**src/rtl/core/zbt_udiv_pipe.sv**
```systemverilog
`timescale 1ns / 1ps

// pipelined restoring divider, one quotient bit per stage
// requires (num >> QW) < den
module zbt_udiv_pipe #(
  parameter int NUM_W = 41,
  parameter int DEN_W = 32,
  parameter int QW    = 31
) (
  input  logic             clk,
  input  logic [NUM_W-1:0] num,
  input  logic [DEN_W-1:0] den,
  output logic [QW-1:0]    quo
);

  logic [DEN_W-1:0] rem_q [QW-1];
  logic [DEN_W-1:0] den_q [QW-1];
  logic [QW-1:0]    low_q [QW-1];
  logic [QW-1:0]    quo_q [QW];

  for (genvar k = 0; k < QW; k++) begin : g_stage
    logic [DEN_W-1:0] rin;
    logic [DEN_W-1:0] din;
    logic [QW-1:0]    lin;
    logic [QW-1:0]    qin;
    logic [DEN_W:0]   trial;
    logic             bit_q;
    logic [DEN_W-1:0] rout;

    if (k == 0) begin : g_first
      assign rin = DEN_W'(num >> QW);
      assign din = den;
      assign lin = num[QW-1:0];
      assign qin = '0;
    end else begin : g_next
      assign rin = rem_q[k-1];
      assign din = den_q[k-1];
      assign lin = low_q[k-1];
      assign qin = quo_q[k-1];
    end

    always_comb begin
      trial = {rin, lin[QW-1]};
      bit_q = (trial >= {1'b0, din});
      rout  = bit_q ? DEN_W'(trial - {1'b0, din}) : trial[DEN_W-1:0];
    end

    always_ff @(posedge clk) begin
      quo_q[k] <= {qin[QW-2:0], bit_q};
    end

    if (k < QW - 1) begin : g_carry
      always_ff @(posedge clk) begin
        rem_q[k] <= rout;
        den_q[k] <= din;
        low_q[k] <= {lin[QW-2:0], 1'b0};
      end
    end
  end

  assign quo = quo_q[QW-1];

endmodule

```
**config.mk**
```make
export PLATFORM = sky130hd
export DESIGN_NAME = zbt_udiv_pipe
export DESIGN_NICKNAME = d
export VERILOG_FILES = /design/src/rtl/core/zbt_udiv_pipe.sv
export SDC_FILE = /design/constraint.sdc
export NUM_CORES = 2
export LEC_CHECK = 0
export ABC_AREA = 0
export BUFFER_PORTS_ARGS = -buffer_cell sky130_fd_sc_hd__buf_4
export CORE_ASPECT_RATIO = 1.4
export CORE_MARGIN = 10
export CORE_UTILIZATION = 50
export DETAILED_ROUTE_END_ITERATION = 12
export PLACE_DENSITY_LB_ADDON = 0.3
export RECOVER_POWER = 25
export SYNTH_ARGS = -nofsm -noshare
export SYNTH_HDL_FRONTEND = slang
export SYNTH_SLANG_ARGS = --single-unit
```
**constraint.sdc**
```tcl
create_clock -name clk -period 4.1 [get_ports clk]
set_clock_uncertainty 0.2 [all_clocks]
set_input_delay 0.82 -clock clk [delete_from_list [all_inputs] [get_ports clk]]
set_output_delay 0.82 -clock clk [all_outputs]
set_load 0.01 [all_outputs]
```
==> impl_summary.log <==
[metrics] number of top-level pins: 105
[metrics] share of the synthesized area in the top cell type: 0.4852
[metrics] number of routed nets with antenna violations: 0
[metrics] top cells by area in the synthesized netlist: sky130_fd_sc_hd__dfxtp_1, sky130_fd_sc_hd__ha_1, sky130_fd_sc_hd__a21oi_1
[metrics] worst slew pin tran: 936.4 ps
[metrics] met3 wire length: 9.487 mm
[metrics] buffer depth of the longest clock path: 4
[metrics] startpoint of the worst setup timing path: den_q[0][33]
[metrics] Post-Synthesis Net Count: 13,310
[metrics] placeable core region: 236,300 um^2
[metrics] Final Setup Violations: 32
[metrics] fmax: 231.8 MHz
[metrics] Area Overhead vs Synth: 15.88%
[metrics] Yosys reg bits: 2,881
[metrics] crit path launch type: flip-flop
[metrics] Clock Sinks: 2,881
[metrics] placer's final routability congestion estimate: 0.9843
[metrics] global-route wire length before repair: 488.3 mm
[metrics] CP Depth: 16
[metrics] wl on met1: 101.2 mm
[metrics] time the worst path needs with I/O delays and setup: 4313 ps
[metrics] Die ar.: 257,900 um^2
[metrics] post-route clock period utilization: 1.052
[metrics] final worst setup slack: -213.3 ps
[metrics] routed len/inst: 19.90 um
[metrics] Cell Rows: 211
[metrics] Buffers on Ports: 104
[metrics] R2R Path End: rem_q[2][3]
[metrics] count of filler cells inserted in the layout: 20,040
[metrics] sum of net half-perimeters after detailed placement: 256.0 mm
[metrics] routed via count divided by cell count: 5.407
[metrics] number of buffers and inverters on the critical path: 4
[metrics] sum of routed wire length over all layers: 323.0 mm
[metrics] number of violations reported at the end of detailed-routing iteration 0: 4,293
[metrics] commonest register cell after synthesis: sky130_fd_sc_hd__dfxtp_1
[metrics] Relative slew margins: 0.3749
[metrics] count of different cell masters after synthesis: 89
[metrics] Final Hold Viols: 0
[metrics] Worst setup EP type: flip-flop
[metrics] top layer used by detailed routing: met5
[metrics] largest stage delay on the critical path: 440 ps
[metrics] number of cell instances on the worst register-to-register path: 16
[metrics] Avg Cell Area, Syn: 9.717 um^2
[metrics] cell seen most often among critical-path stages: sky130_fd_sc_hd__o41a_1
[metrics] pre-CTS worst setup slack: -352.9 ps
[metrics] areal power density over the cells: 677.6 nW/um^2
[metrics] worst hold-check path type: flip-flop to flip-flop
[metrics] Critical Path, Cell by Cell: inv_2 > ha_4 > nor2b_4 > o31a_1 > o41a_1 > o41a_1 > a2111oi_4 > buf_4 > nor3_2 > o21ai_2 > a21oi_2 > a221oi_2 > o21ba_4 > buf_12 > buf_16 > mux2_2
[metrics] H-tree lvl count: 5
[metrics] max-cap violations: 0
[metrics] vias: 87,760
[metrics] Reg2Reg Setup Slack: -210 ps
[metrics] maximum ir drop on the vdd rail: 0.0003630 V
[metrics] largest fanout on the critical path: 7
[metrics] drt pass-1 iters: 6
[metrics] Pwr Total: 0.09334 W
[metrics] DRC violations left: 0
[metrics] unrepaired setup endpoints after global routing: true
[metrics] EDFF count, synth: 0
[metrics] max-slew violation total from the final report: 0
[metrics] Total GRT Usage: 0.2393
[metrics] number of buffers added by the clock tree synthesis step: 286
[metrics] post-layout net count: 13,980
[metrics] effective utilization at floorplan: 0.5031
[metrics] FF-to-FF Start: den_q[0][33]
[metrics] end of the critical path: rem_q[2][3]
[metrics] cell family with the largest share of critical-path delay: compound AO/OA/AOI/OAI gates
[metrics] share of synthesized registers carrying an async set or reset: 0
[metrics] arrival time at the worst endpoint: 4860 ps
[metrics] maximum number of pins on one net before global-route repair: 63
[metrics] library cell with the largest summed area after synthesis: sky130_fd_sc_hd__dfxtp_1
[metrics] share of synthesized area occupied by flip-flops and latches: 0.4852
[metrics] overflow left after global routing: 0
[metrics] Required @ worst endpoint: 4640 ps
[metrics] CTS tree: built
[metrics] Worst-Skew Late Latency: 880 ps
[metrics] Reg clk slew, reported paths: 60 ps
[metrics] library cell used as clock root buffer: sky130_fd_sc_hd__clkbuf_16
[metrics] standard cell with the maximum stage delay on the critical path: sky130_fd_sc_hd__o41a_1
[metrics] static leakage power: 64.98 nW
[metrics] type of the worst setup path: flip-flop to flip-flop
[metrics] fraction of final layout cells with drive strength greater than 1: 0.1197
[metrics] antenna violations before repair: 7
[metrics] warnings from Yosys: 0
[metrics] number of global-route vias before repair: 90,580
[metrics] routed length on met2: 178.2 mm
[metrics] DIE WIDTH: 432.1 um
[metrics] status: finished, violations left
[metrics] gate count after technology mapping: 12,230
[metrics] Die Y: 596.9 um
[metrics] Mapped Area: 118,900 um^2
[metrics] violated checks: setup timing
[final cells by class]
cell class | count | area, um^2 | share of cell area
clock inverter | 109 | 1370 | 0.009946
tap | 3088 | 3864 | 0.02805
sequential | 2881 | 57680 | 0.4187
clock buffer | 392 | 8292 | 0.06019
timing repair buffer | 669 | 5876 | 0.04265
inverter | 1212 | 4553 | 0.03305
multi-input combinational | 7850 | 56040 | 0.4068
antenna | 31 | 77.57 | 0.0005631
[repair_timing]
action | CTS | global route
gates resized for setup | 39 | 91
hold buffers | 73 | 0
buffers inserted | 5 | 11
pin swaps | 0 | 18
cloned | 3 | 7
endpoints found under the setup margin | 83 | 372
endpoints found under the hold margin | 83 | 0
[cells by family after synthesis]
| kind of cell | count (synthesis) | synth area share |
|---|---|---|
| compound gates | 3125 | 0.1644 |
| xor+xnor | 780 | 0.05747 |
| fa+ha+maj | 1001 | 0.1072 |
| buf+inv | 1503 | 0.04856 |
| flops | 2881 | 0.4852 |
| mux | 382 | 0.03666 |
| simple gates | 2562 | 0.1005 |
[state kept, by name, summed over array words and instances, names as in the netlist]
register  flops
quo_q       496
low_q       465
den_q       960
rem_q       960
[cells in the mapped netlist (21+ instances only)]
cell                        instances
sky130_fd_sc_hd__mux2_2           299
sky130_fd_sc_hd__inv_1           1212
sky130_fd_sc_hd__a211oi_1          74
sky130_fd_sc_hd__nor2b_1          148
sky130_fd_sc_hd__and3_1            80
sky130_fd_sc_hd__a21boi_0          40
sky130_fd_sc_hd__and4_1            21
sky130_fd_sc_hd__o2111ai_1         23
sky130_fd_sc_hd__a21o_1           495
sky130_fd_sc_hd__nand3_1          194
sky130_fd_sc_hd__nand2b_1         137
sky130_fd_sc_hd__o211ai_1          34
sky130_fd_sc_hd__ha_1             971
sky130_fd_sc_hd__o31ai_1           79
sky130_fd_sc_hd__o31a_1            35
sky130_fd_sc_hd__a221oi_1          26
sky130_fd_sc_hd__a31oi_1           97
sky130_fd_sc_hd__o21ai_0          771
sky130_fd_sc_hd__xor2_1           322
sky130_fd_sc_hd__o21a_1           123
sky130_fd_sc_hd__nand2_1          843
sky130_fd_sc_hd__xnor2_1          458
sky130_fd_sc_hd__nor3_1           144
sky130_fd_sc_hd__fa_1              30
sky130_fd_sc_hd__or2_2             37
sky130_fd_sc_hd__and2_1            31
sky130_fd_sc_hd__dfxtp_1         2881
sky130_fd_sc_hd__a31o_2            28
sky130_fd_sc_hd__a21oi_1          951
sky130_fd_sc_hd__o21bai_1         113
sky130_fd_sc_hd__buf_2             39
sky130_fd_sc_hd__mux2_1            28
sky130_fd_sc_hd__mux2i_1           30
sky130_fd_sc_hd__clkbuf_1         229
sky130_fd_sc_hd__nand4_1          137
sky130_fd_sc_hd__nor4_1            35
sky130_fd_sc_hd__mux2_4            25
sky130_fd_sc_hd__nor2_1           673
sky130_fd_sc_hd__or3_1             30
[worst register-to-register path, stage by stage (launching register included)]
cell	delay, ps
sky130_fd_sc_hd__dfxtp_2	330
sky130_fd_sc_hd__inv_2	40
sky130_fd_sc_hd__ha_4	210
sky130_fd_sc_hd__nor2b_4	120
sky130_fd_sc_hd__o31a_1	280
sky130_fd_sc_hd__o41a_1	370
sky130_fd_sc_hd__o41a_1	440
sky130_fd_sc_hd__a2111oi_4	430
sky130_fd_sc_hd__buf_4	190
sky130_fd_sc_hd__nor3_2	40
sky130_fd_sc_hd__o21ai_2	200
sky130_fd_sc_hd__a21oi_2	120
sky130_fd_sc_hd__a221oi_2	330
sky130_fd_sc_hd__o21ba_4	220
sky130_fd_sc_hd__buf_12	160
sky130_fd_sc_hd__buf_16	150
sky130_fd_sc_hd__mux2_2	360
[layout by cell type, fill, tap and decap left out, types with 31 or more instances in the layout]
cell type,instances
sky130_fd_sc_hd__a31oi_1,95
sky130_fd_sc_hd__and3_1,80
sky130_fd_sc_hd__o31a_1,35
sky130_fd_sc_hd__a211oi_1,69
sky130_fd_sc_hd__clkinv_2,39
sky130_fd_sc_hd__o21ai_0,761
sky130_fd_sc_hd__nor3_1,140
sky130_fd_sc_hd__nand2b_1,137
sky130_fd_sc_hd__inv_1,1208
sky130_fd_sc_hd__a21o_1,495
sky130_fd_sc_hd__and2_1,31
sky130_fd_sc_hd__xor2_1,322
sky130_fd_sc_hd__a21boi_0,39
sky130_fd_sc_hd__nand2_1,842
sky130_fd_sc_hd__ha_1,964
sky130_fd_sc_hd__nand3_1,194
sky130_fd_sc_hd__o31ai_1,71
sky130_fd_sc_hd__buf_12,39
sky130_fd_sc_hd__o211ai_1,34
sky130_fd_sc_hd__o21a_1,123
sky130_fd_sc_hd__nor2_1,668
sky130_fd_sc_hd__dlygate4sd3_1,73
sky130_fd_sc_hd__o21bai_1,113
sky130_fd_sc_hd__xnor2_1,458
sky130_fd_sc_hd__nor4_1,31
sky130_fd_sc_hd__clkbuf_8,46
sky130_fd_sc_hd__dfxtp_1,2874
sky130_fd_sc_hd__or2_2,37
sky130_fd_sc_hd__diode_2,31
sky130_fd_sc_hd__nor2b_1,145
sky130_fd_sc_hd__a21oi_1,946
sky130_fd_sc_hd__mux2_4,53
sky130_fd_sc_hd__buf_4,544
sky130_fd_sc_hd__mux2_2,291
sky130_fd_sc_hd__clkbuf_16,304
sky130_fd_sc_hd__nand4_1,137
sky130_fd_sc_hd__clkbuf_1,47
[routing by layer]
metal / vias to the layer above / GRT usage
met5: - / 0
met4: 6 / 0.2088
met3: 1091 / 0.03168
met2: 1939 / 0.4840
met1: 41290 / 0.1968
li1: 43430 / -
[how the worst min path moves through the flow]
| stage | start | endpoint | slack, ps | depth (start not counted) |
|---|---|---|---|---|
| after floorplan | low_q[0][69] | low_q[0][100] | 110 | 0 |
| after global placement | low_q[7][28] | low_q[7][59] | 110 | 0 |
| after detailed placement | low_q[2][18] | low_q[2][49] | 110 | 0 |
| after CTS | quo_q[0][436] | quo_q[0][468] | 100 | 0 |
| after global routing | quo_q[0][436] | quo_q[0][468] | 100 | 0 |
| final | low_q[0][40] | low_q[0][71] | 100 | 0 |
[per-stage QoR]
step | cell area (um^2) | utilization | instances | TNS (ps) | hold slack [ps]
finish | 137800 | 0.5830 | 16230 | -4549 | 101.8
global route | 137800 | 0.5830 | 16230 | -8175 | 104.3
CTS | 137100 | 0.5801 | 16180 | -3668 | 101.9
detailed placement | 126400 | 0.5348 | 15600 | -10940 | 112.1
global placement | 126400 | 0.5348 | 15600 | -14010 | 109.5
floorplan | 118900 | - | 12230 | 0 | 109.6
[report_power, final]
part / switching [W] / internal (W) / total, W
Sequential: 0.00267 / 0.0322 / 0.0349
Clock: 0.0109 / 0.0159 / 0.0268
Combinational: 0.0175 / 0.0142 / 0.0317
Note: power is estimated with default switching activity, not from simulation.
